`src/mrb_pkg.sv`:
```
// Shared types, constants and the sine table builder for the modal resonator bank.
// No dependencies; used by every module of the block.
`default_nettype none

package mrb_pkg;

    // Bank size and number formats.
    localparam int MODES        = 8;
    localparam int PHASE_BITS   = 24;
    localparam int SINE_ENTRIES = 1024;
    localparam int SINE_BITS    = $clog2(SINE_ENTRIES);
    localparam int SINE_W       = 16;
    localparam int START_W      = 17;
    localparam int DECAY_W      = 24;
    localparam int TIME_W       = 16;
    localparam int AMP_W        = 32;
    localparam int SAMPLE_W     = 20;
    localparam int CNT_W        = (MODES > 1) ? $clog2(MODES) : 1;
    localparam int LEFT_W       = TIME_W + 3;
    localparam int PROD_W       = AMP_W + 1 + SINE_W;
    localparam int ACC_W        = PROD_W + $clog2(MODES);
    localparam int SAMPLE_MAX   = 524287;
    localparam int SAMPLE_MIN   = -524288;

    // Command codes.
    localparam logic [1:0] CMD_LOAD   = 2'd0;
    localparam logic [1:0] CMD_STRIKE = 2'd1;
    localparam logic [1:0] CMD_TICK   = 2'd2;

    // Sine series constants: 2*pi in Q28 and the factorial step divisors.
    localparam logic [63:0] TWO_PI_Q28 = 64'd1686629713;
    localparam logic [63:0] SERIES_DIV [8] = '{
        64'd6, 64'd20, 64'd42, 64'd72, 64'd110, 64'd156, 64'd210, 64'd272
    };

    // Settings of one mode slot, written by a load request.
    typedef struct packed {
        logic [PHASE_BITS-1:0] step;
        logic [START_W-1:0]    start;
        logic [DECAY_W-1:0]    decay;
        logic [TIME_W-1:0]     dtime;
        logic                  en;
        logic                  audible;
    } mode_cfg_t;

    // Full record held by one cell: settings plus running oscillator state.
    typedef struct packed {
        mode_cfg_t             cfg;
        logic [PHASE_BITS-1:0] phase;
        logic [AMP_W-1:0]      amp;
    } mode_rec_t;

    // Framing of the term stream into the voice unit.
    typedef struct packed {
        logic valid;
        logic first;
        logic last;
    } voice_ctl_t;

    typedef logic signed [SINE_W-1:0] sine_rom_t [SINE_ENTRIES];

    // Builds the Q1.15 sine table by a truncating Taylor series in Q30.
    function automatic sine_rom_t build_sine();
        sine_rom_t   tab;
        logic [63:0] t;
        logic [63:0] x;
        logic [63:0] x2;
        logic [63:0] term;
        logic [63:0] acc;
        logic [63:0] v;
        logic        neg;
        for (int k = 0; k < SINE_ENTRIES; k++) begin
            t   = 64'(k) << (32 - SINE_BITS);
            neg = 1'b0;
            if (t >= (64'd1 << 31)) begin
                neg = 1'b1;
                t   = t - (64'd1 << 31);
            end
            if (t > (64'd1 << 30)) begin
                t = (64'd1 << 31) - t;
            end
            x    = (t * TWO_PI_Q28) >> 30;
            x2   = (x * x) >> 30;
            term = x;
            acc  = x;
            for (int n = 1; n <= 8; n++) begin
                term = ((term * x2) >> 30) / SERIES_DIV[n-1];
                if ((n & 1) != 0) begin
                    acc = acc - term;
                end
                else begin
                    acc = acc + term;
                end
            end
            v = (acc * 64'd32767 + (64'd1 << 29)) >> 30;
            if (v > 64'd32767) begin
                v = 64'd32767;
            end
            tab[k] = neg ? -$signed(v[SINE_W-1:0]) : $signed(v[SINE_W-1:0]);
        end
        return tab;
    endfunction

endpackage

`default_nettype wire

```
`src/mrb_update.sv`:
```
// Oscillator update between the tail and the head of the mode ring.
// Depends on mrb_pkg for the record type and widths.
`default_nettype none

module mrb_update (
    input  wire logic              strike,
    input  wire mrb_pkg::mode_rec_t rec_in,
    output mrb_pkg::mode_rec_t     rec_out
);

    localparam int DP_W = mrb_pkg::AMP_W + mrb_pkg::DECAY_W;

    logic [DP_W-1:0] decay_prod;

    assign decay_prod = DP_W'(rec_in.amp) * DP_W'(rec_in.cfg.decay);

    // A strike restarts every mode; a tick decays and advances enabled modes only.
    always_comb
    begin
        rec_out = rec_in;
        if (strike)
        begin
            rec_out.phase = '0;
            rec_out.amp   = {rec_in.cfg.start, (mrb_pkg::AMP_W - mrb_pkg::START_W)'(0)};
        end
        else if (rec_in.cfg.en)
        begin
            rec_out.amp   = decay_prod[DP_W-1:mrb_pkg::DECAY_W];
            rec_out.phase = rec_in.phase + rec_in.cfg.step;
        end
    end

endmodule

`default_nettype wire

```
`config.mk`:
```
export PLATFORM = sky130hd
export DESIGN_NAME = mrb_update
export DESIGN_NICKNAME = d
export VERILOG_FILES = /design/src/mrb_pkg.sv /design/src/mrb_update.sv
export SDC_FILE = /design/constraint.sdc
export NUM_CORES = 2
export LEC_CHECK = 0
export BUFFER_PORTS_ARGS = -buffer_cell sky130_fd_sc_hd__buf_4
export CAP_MARGIN = 20
export CORE_MARGIN = 4
export CORE_UTILIZATION = 33
export DETAILED_ROUTE_END_ITERATION = 8
export GPL_TIMING_DRIVEN = 0
export PLACE_DENSITY_LB_ADDON = 0.25
export SYNTH_ARGS = -nofsm -noshare
export SYNTH_HDL_FRONTEND = slang
export SYNTH_SLANG_ARGS = --single-unit
```
`constraint.sdc`:
```
create_clock -name vclk -period 20.6
set_clock_uncertainty 0.1 [all_clocks]
set_input_delay 6.18 -clock vclk [all_inputs]
set_output_delay 6.18 -clock vclk [all_outputs]
set_load 0.02 [all_outputs]
```
Word level (Yosys, flattened, before mapping)
Index checks and enable logic that the tools add are counted.
{"block": "totals", "reg_bits": 0, "out_inout_bits": 139}
{"block": "op_classes", "n_addsub": 1, "mul": 1, "mux": 2}
{"operator": "56-bit two-way mux", "n": 2}
{"operator": "32-bit by 24-bit multiplier with 56-bit output", "n": 1}
{"operator": "24-bit adder", "n": 1}

Depth between registers and ports, before layout
{"block": "logic_depth", "depth_word": 3, "mapped_depth": 27, "ltp_nobuf": 25}

Worst setup path after synthesis
OpenSTA, ideal clock, no wires.
{"block": "synth_path", "path_kind": "in2out", "from": "in rec_in[77] (netlist bit)", "to": "out rec_out[19] (netlist bit)", "setup_slack_ns": 1.589, "arrival_ns": 12.731, "cell_stages": 25, "path_cell_list": "clkbuf_1 -> nand2_1 -> fa_1 -> inv_1 -> fa_1 -> inv_1 -> fa_1 -> fa_1 -> fa_1 -> inv_1 -> fa_1 -> inv_1 -> fa_1 -> inv_1 -> ha_1 -> a21o_1 -> a21o_1 -> a221oi_2 -> o2111ai_1 -> a31oi_2 -> o21ai_1 -> a31o_2 -> a21boi_1 -> xor2_1 -> o21ai_0"}
{"element": "start: declaration", "line_no": "mrb_update.sv:7", "rtl": "input wire mrb_pkg::mode_rec_t rec_in,"}
{"element": "end: declaration", "line_no": "mrb_update.sv:8", "rtl": "output mrb_pkg::mode_rec_t rec_out"}

==> out/summary.txt <==
First-pass GRT wire length: 150000 um
Hold Crit Class: in -> out
Total Die Area: 86100 um^2
Fin. Hold Viols: 0
Worst-margin pin slew: 1230 ps
CP bufs+invs: 6
Yosys top cell by area: fa_1
Initial antenna violation count: 6
Last element of the critical path: rec_out[27]
Vias/cell: 4.96
Syn_nets: 4170
Synth warnings: 0
Sequential cell count: 0
Final Cell Area: 30300 um^2
WHS Path Cells: 2
Row cnt: 104
Number of global-route vias before repair: 23427
Die Y: 293 um
Cell family with most CP delay: adder cells
Global route total overflow: 0
Final WL: 99800 um
Clk_buf instances: 0
Max-cap viol count: 0
DR vias: 22263
Final RePlAce weighted congestion: 0.959
Post-layout net count: 4428
Leading cell type in the layout, fill and taps excluded: inv_1
Area share of the largest cell type after synthesis: 49.0%
Final period util: 98.8%
Avg Inst Size Synth: 8.48 um^2
Post-layout min period: 20350 ps
Io pins: 279
Synth top area cells: fa_1, inv_1, ha_1
CP max stage cell: clkbuf_1
Initial drt markers: 1721
Crit Path Class: in -> out
Max_slew headroom: 17.8%
Share of cells above drive strength 1: 11.8%
Cells after synthesis: 3171
Syn Std Cell Area: 26900 um^2
CP endpoint kind: output port
RSZ-0062 raised after global routing: no
Area grow syn2layout: 12.5%
CP max FO: 10
Dpl hpwl: 84800 um
Run status: finished clean
Starting Density: 33.3%
CP required: 14320 ps
Seq/Total Area, Yosys: 0%
DP Area: 30200 um^2
Final slew viol count: 0
Number of unique standard cell types used by synthesis: 59
Worst path max stage delay: 690 ps
Core Area: 80700 um^2
Final setup fails: 0
FF+latch area: 0 um^2
Drt pass-1 iters: 6
WP data arrival: 14070 ps
Chip width: 293 um
Detailed-route DRC error count: 0
Avg WL per Cell: 22.2 um
PortBufs: 261
Tot GR Track Use: 23.4%
Setup crit start kind: input pin
CP startpoint: rec_in[91]
Critical path depth: 25
Most frequent cells in the layout: inv_1, fa_1, nand2_1, and2_1, buf_4
FMAX: 0.0491 GHz
Cell mode on critical path: fa_1
Pin count of the biggest net entering global routing: 17
Remaining antenna violation count: 0
worst min-delay path by stage:
| stage | from | end | slack (ps) |
|---|---|---|---|
| 2_1_floorplan | rec_in[100] | rec_out[100] | 12370 |
| 3_3_place_gp | rec_in[64] | rec_out[64] | 12460 |
| 3_5_place_dp | rec_in[60] | rec_out[60] | 12460 |
| 4_1_cts | rec_in[60] | rec_out[60] | 12460 |
| 5_1_grt | rec_in[71] | rec_out[71] | 12460 |
| 6_report | rec_in[60] | rec_out[60] | 12460 |
per-layer routing:
layer	wire length (um)	track usage, %
met5	0	0
met2	46500	38.9
met1	40700	31.1
met3	8210	4.26
met4	4390	7.70
per-stage QoR:
step	setup TNS, ps	hold WS, ps	setup WS [ps]	utilization [%]	instances
2_1_floorplan	0	12370	1590	-	3171
5_1_grt	0	12460	40.2	37.5	4487
3_5_place_dp	-173	12460	-154	37.4	4492
6_report	0	12460	253	37.5	4492
3_3_place_gp	-89.6	12460	-89.6	37.4	4492
4_1_cts	0	12460	22.7	37.4	4489
cell usage after synthesis (all sizes together) (4+ instances only):
library cell,n
buf,86
a21boi,4
xnor2,24
inv,741
a21oi,82
fa,658
nand4,15
nand3,20
o21ai,52
a211oi,9
and2,383
o21bai,7
a31o,5
nor2,75
nand2,448
or3,6
o21a,12
and3,5
ha,201
o211ai,6
nor3b,9
clkbuf,161
mux2i,25
nand2b,7
xor2,17
nor3,9
nor2b,12
a21o,36
a31oi,10
a211o,6
final cells by class:
class | count | area, um^2
fill | 8588 | 50400
multi-input combinational | 2182 | 22900
inverter | 742 | 2790
timing repair buffer | 263 | 1980
tap | 1060 | 1330
buffer | 240 | 1280
antenna | 5 | 12.5
logic make-up (layout without fill, tap and decap cells):
| group | after synthesis | count (layout) | synth area share [%] |
|---|---|---|---|
| mux | 25 | 25 | 0.930 |
| simple gates | 998 | 998 | 18.3 |
| fa+ha+maj | 859 | 859 | 58.3 |
| other cells | 0 | 5 | 0 |
| compound gates | 259 | 259 | 6.16 |
| buf+inv | 989 | 1245 | 15.0 |
| xor+xnor | 41 | 41 | 1.34 |
timing repair:
item	in CTS	in global routing
setup endpoints to repair	2	12
gates resized for setup	9	101
setup buffers	0	1
cloned	0	0
pin swaps	0	1
hold buffers	0	0
