--- src/mrb_pkg.sv ---
// Shared types, constants and the sine table builder for the modal resonator bank.
// No dependencies; used by every module of the block.
`default_nettype none

package mrb_pkg;

    // Bank size and number formats.
    localparam int MODES        = 8;
    localparam int PHASE_BITS   = 24;
    localparam int SINE_ENTRIES = 1024;
    localparam int SINE_BITS    = $clog2(SINE_ENTRIES);
    localparam int SINE_W       = 16;
    localparam int START_W      = 17;
    localparam int DECAY_W      = 24;
    localparam int TIME_W       = 16;
    localparam int AMP_W        = 32;
    localparam int SAMPLE_W     = 20;
    localparam int CNT_W        = (MODES > 1) ? $clog2(MODES) : 1;
    localparam int LEFT_W       = TIME_W + 3;
    localparam int PROD_W       = AMP_W + 1 + SINE_W;
    localparam int ACC_W        = PROD_W + $clog2(MODES);
    localparam int SAMPLE_MAX   = 524287;
    localparam int SAMPLE_MIN   = -524288;

    // Command codes.
    localparam logic [1:0] CMD_LOAD   = 2'd0;
    localparam logic [1:0] CMD_STRIKE = 2'd1;
    localparam logic [1:0] CMD_TICK   = 2'd2;

    // Sine series constants: 2*pi in Q28 and the factorial step divisors.
    localparam logic [63:0] TWO_PI_Q28 = 64'd1686629713;
    localparam logic [63:0] SERIES_DIV [8] = '{
        64'd6, 64'd20, 64'd42, 64'd72, 64'd110, 64'd156, 64'd210, 64'd272
    };

    // Settings of one mode slot, written by a load request.
    typedef struct packed {
        logic [PHASE_BITS-1:0] step;
        logic [START_W-1:0]    start;
        logic [DECAY_W-1:0]    decay;
        logic [TIME_W-1:0]     dtime;
        logic                  en;
        logic                  audible;
    } mode_cfg_t;

    // Full record held by one cell: settings plus running oscillator state.
    typedef struct packed {
        mode_cfg_t             cfg;
        logic [PHASE_BITS-1:0] phase;
        logic [AMP_W-1:0]      amp;
    } mode_rec_t;

    // Framing of the term stream into the voice unit.
    typedef struct packed {
        logic valid;
        logic first;
        logic last;
    } voice_ctl_t;

    typedef logic signed [SINE_W-1:0] sine_rom_t [SINE_ENTRIES];

    // Builds the Q1.15 sine table by a truncating Taylor series in Q30.
    function automatic sine_rom_t build_sine();
        sine_rom_t   tab;
        logic [63:0] t;
        logic [63:0] x;
        logic [63:0] x2;
        logic [63:0] term;
        logic [63:0] acc;
        logic [63:0] v;
        logic        neg;
        for (int k = 0; k < SINE_ENTRIES; k++) begin
            t   = 64'(k) << (32 - SINE_BITS);
            neg = 1'b0;
            if (t >= (64'd1 << 31)) begin
                neg = 1'b1;
                t   = t - (64'd1 << 31);
            end
            if (t > (64'd1 << 30)) begin
                t = (64'd1 << 31) - t;
            end
            x    = (t * TWO_PI_Q28) >> 30;
            x2   = (x * x) >> 30;
            term = x;
            acc  = x;
            for (int n = 1; n <= 8; n++) begin
                term = ((term * x2) >> 30) / SERIES_DIV[n-1];
                if ((n & 1) != 0) begin
                    acc = acc - term;
                end
                else begin
                    acc = acc + term;
                end
            end
            v = (acc * 64'd32767 + (64'd1 << 29)) >> 30;
            if (v > 64'd32767) begin
                v = 64'd32767;
            end
            tab[k] = neg ? -$signed(v[SINE_W-1:0]) : $signed(v[SINE_W-1:0]);
        end
        return tab;
    endfunction

endpackage

`default_nettype wire

--- src/mrb_cell.sv ---
// One cell of the mode ring: holds the settings and oscillator state of one mode.
// Depends on mrb_pkg for the record types.
`default_nettype none

module mrb_cell (
    input  wire logic              clk,
    input  wire logic              rst_n,
    input  wire logic              shift_en,
    input  wire mrb_pkg::mode_rec_t shift_in,
    input  wire logic              load_en,
    input  wire mrb_pkg::mode_cfg_t load_cfg,
    output mrb_pkg::mode_rec_t     rec
);

    mrb_pkg::mode_rec_t rec_reg;
    mrb_pkg::mode_rec_t rec_next;

    // The ring shift has priority; loads only arrive while the ring is parked.
    always_comb
    begin
        rec_next = rec_reg;
        if (shift_en)
        begin
            rec_next = shift_in;
        end
        else if (load_en)
        begin
            rec_next.cfg = load_cfg;
        end
    end

    always_ff @(posedge clk or negedge rst_n)
    begin
        if (!rst_n)
        begin
            rec_reg <= '0;
        end
        else
        begin
            rec_reg <= rec_next;
        end
    end

    assign rec = rec_reg;

endmodule

`default_nettype wire

--- config.mk ---
export PLATFORM = sky130hd
export DESIGN_NAME = mrb_cell
export DESIGN_NICKNAME = d
export VERILOG_FILES = /design/src/mrb_pkg.sv /design/src/mrb_cell.sv
export SDC_FILE = /design/constraint.sdc
export NUM_CORES = 1
export LEC_CHECK = 0
export BUFFER_PORTS_ARGS = -buffer_cell sky130_fd_sc_hd__buf_2
export CAP_MARGIN = 20
export CORE_MARGIN = 5
export CORE_UTILIZATION = 30
export CTS_BUF_LIST = sky130_fd_sc_hd__clkbuf_8
export CTS_CLUSTER_DIAMETER = 50
export DETAILED_ROUTE_END_ITERATION = 7
export PLACE_DENSITY = 0.56
export SKIP_LAST_GASP = 1
export SLEW_MARGIN = 0
export SYNTH_ARGS = -nofsm -noshare
export SYNTH_HDL_FRONTEND = slang
export SYNTH_SLANG_ARGS = --single-unit
--- constraint.sdc ---
create_clock -name clk -period 0.8 [get_ports clk]
set_input_delay 0.16 -clock clk [delete_from_list [all_inputs] [get_ports clk]]
set_output_delay 0.16 -clock clk [all_outputs]
set_load 0.02 [all_outputs]
-- Word-level counts from Yosys, hierarchy flattened
Index checks and enable logic that the tools add are counted.
- add/subtract/negate cells: 0
- $mul: 0
- divide/modulo/power cells: 0
- magnitude comparators: 0
- equality and inequality tests: 0
- shift operators: 0
- muxes and demuxes: 2
- bitwise logic cells: 0
- reductions and logical operators: 1
- operator list (cell ; number):
    2-to-1 mux 83 bit ; 2
    nonzero test 2 bit ; 1
- register bits after elaboration: 139
- bits in latches: 0
- RAM bits: 0
- ROM bits: 0
- bits of input ports: 226
- memories: 0

-- Longest topological paths before layout
- depth after elaboration: 2
- mapped depth: 6

-- Worst setup path before layout
No wires, ideal clock.
- path type: input port to flip-flop
- start point: input port shift_en
- end point: register rec_reg, in the netlist rec[0]
- library setup time: 125 ps
- arrival: 827 ps
- setup slack: -152 ps
- stages on the path: 3
- cell sequence: buf_2 > buf_2 > mux2_2
- RTL lines (item ; RTL line ; text):
    from (decl) ; mrb_cell.sv:8 ; input wire logic shift_en,
    to (signal assigned) ; mrb_cell.sv:40 ; rec_reg <= rec_next;
    to (decl) ; mrb_cell.sv:15 ; mrb_pkg::mode_rec_t rec_reg;
No word-level cell between the ends.

-- Final worst setup path
- start point: register rec_reg, in the netlist rec[33]
- end point: output port rec[33] (netlist bit)
- RTL lines (item ; RTL line ; text):
    to (decl) ; mrb_cell.sv:12 ; output mrb_pkg::mode_rec_t rec
No word-level cell between the ends.

==> metrics <==
status finished, violations left; failing checks negative setup slack; first-pass GRT wire length 36,600 um; Switching Share 0.305; Post-synth EDFFs 0; share of layout cells above drive strength 1 0.464; setup TNS -50.92 ns; Detailed Place HPWL 14,800 um; Reg clk slew, reported paths 0.09 ns; period utilisation layout 1.48; placed cell count 1,097; Avg WL per Cell 17.3 um; critical-path cell list buf_6; f_max 0.845 GHz; top-count cell post-synth dfrtp_1; Tot GR Track Use 0.208; post-DR vias/cell 4.48; syn_nets 704; die area 22,600 um2; Worst Path Arrival 1.02 ns; Worst Path Buf+Inv 1; max FFs per register 139; Final Non-Filler Cells 1,392; WL final 24,100 um; worst-path maximum fanout 2; CP max stage delay 0.43 ns; Synth top area share 0.588; ANT nets after route 0; GRT met1 Usage 0.222; CTS H-tree depth 4; vias in the first global route 6,960; slowest stage cell, crit path dfrtp_1; latest clock arrival within the worst-skew pair 0.44 ns; initial antenna violation count 2; drc violations 0; root buffer cell clkbuf_8; GRT met3 Usage 0.0777; final setup margin -0.384 ns; Final nets 1,336; Initial Util 0.304; Pwr Density 1670 nW/um2; Bufs on Longest Clock Path 2; Mapped Area 5910 um2; synth top area cells dfrtp_1 59%, mux2i_1 14%, mux2_2 9.5%; max cap viols 0; CORE AREA 19,500 um2; Lkg Pwr 0.00594 uW; clock power share 0.294; Avg Cell Area, Syn 12.4 um2; ys async rst share 1.00; # rows 51; Seq cells post-synth 139; Comb pwr share 0.295; VDD IR max 1030 uV; Die Width 150 um; Period minus WS final 1.18 ns; delay-heaviest family, CP flip-flops; register area share after synthesis 0.588; Slew headroom 0.831; largest net degree at the start of global routing 45; commonest cells in the netlist 139 x dfrtp_1, 83 x mux2i_1, 83 x nand2_1; top-level I/O count 365; Cells after Synth 478; RSZ-0062 raised after global routing yes; CP startpoint kind register; TritonCTS Buffers 17; P_int 14,000 uW; cell taking the most area after synthesis dfrtp_1; switching pwr 6130 uW; RD Place Congestion 0.796; sequential share of power 0.410; Area Growth Syn to Fin 104%; Final Power 20,100 uW; Port Buffers 364; most common flop cell mapped by yosys dfrtp_1; total gr overflow 0; die span in y 150 um; Yosys warnings 0; crit end category output port; Detailed Route Iter0 Violations 168; post-synth cell types 11; CP Class register to output port; final setup fails 182; Worst Clk Skew 0 ns; minimum setup slack after placement -0.214 ns; grt peak-use layer met2; max-slew violation count 0; via count 6,236; GR Util met2 0.369; DR pass1 iterations 4; Fin. Hold Viols 0; Worst Path Required 0.64 ns; TritonCTS clock tree yes; Clock Sinks 139; Hold Path Class input pin to register; worst slew pin tran 0.254 ns
==> kinds of logic after synthesis <==
group | count (synthesis) | synth area share
multiplexers | 139 | 0.251
flip-flops | 139 | 0.588
AO/OA/AOI/OAI | 83 | 0.0702
AND/OR/NAND/NOR | 83 | 0.0527
buffers and inverters | 34 | 0.0379
==> final timing paths <==
| kind | startpoint | to | slack [ns] | cells past startpoint |
|---|---|---|---|---|
| setup / recovery | rec[33] | rec[33] | -0.38 | 1 |
| hold / removal | load_cfg[82] | rec[138] | 0.02 | 3 |
| setup reg to reg | rec[86] | rec[86] | -0.18 | 4 |
| hold reg to reg | rec[11] | rec[11] | 0.54 | 1 |
| max in group asynchronous | rst_n | rec[109] | 0.19 | 3 |
| min in group asynchronous | rst_n | rec[67] | 0.15 | 2 |
==> layout by cell type, fill, tap and decap left out, drive strengths merged, types with 3 or more instances in the layout <==
master	count
buf	431
clkbuf	17
clkinv	3
dfrtp	139
diode	5
dlygate4sd3	216
inv	7
mux2	56
mux2i	83
nand2	83
o21ai	83
==> through the flow <==
| step | hold WS [ns] | util | area [um2] |
|---|---|---|---|
| floorplan | -0.136 | - | 5940 |
| global placement | 0.0346 | 0.421 | 8200 |
| detailed placement | 0.0396 | 0.421 | 8200 |
| CTS | 0.00475 | 0.606 | 11800 |
| global route | 0.00956 | 0.619 | 12000 |
| finish | 0.0228 | 0.619 | 12100 |
==> metal layers <==
| metal | routed length (um) | vias up | share of wire |
|---|---|---|---|
| li1 | - | 2930 | - |
| met5 | 0 | - | 0 |
| met1 | 8590 | 2973 | 0.36 |
| met4 | 858 | 0 | 0.036 |
| met3 | 2130 | 60 | 0.088 |
| met2 | 12500 | 273 | 0.52 |
==> worst reg2reg max path: stages (launching register included) <==
cell	delay [ns]
dfrtp_1	0.42
buf_6	0.13
buf_6	0.10
mux2i_1	0.13
o21ai_1	0.09
==> area by class of cell <==
cell class,instances,area [um2]
diodes,5,12.5
clock buffers,17,234
clock inverters,14,160
fillers,1420,7410
multi-input cells,305,2250
flip-flops and latches,139,3480
well taps,265,332
repair buffers,647,5580
==> what timing repair did <==
action / 4_1_cts / 5_1_grt
hold buffers: 216 / 0
pin swaps: 0 / 9
gates resized for setup: 278 / 29
buffers inserted: 23 / 25
hold endpoints to repair: 278 / 0
setup endpoints to repair: 139 / 196
==> power groups by stage <==
stage | Sequential, uW | Clock (uW) | Combinational, uW
2_1_floorplan | 9010 | 0 | 1170
3_3_place_gp | 8160 | 0 | 3800
3_5_place_dp | 8160 | 0 | 3830
4_1_cts | 8200 | 6110 | 5630
5_1_grt | 8320 | 6340 | 6310
6_report | 8240 | 5910 | 5930
(Power assumes the default switching activity.)
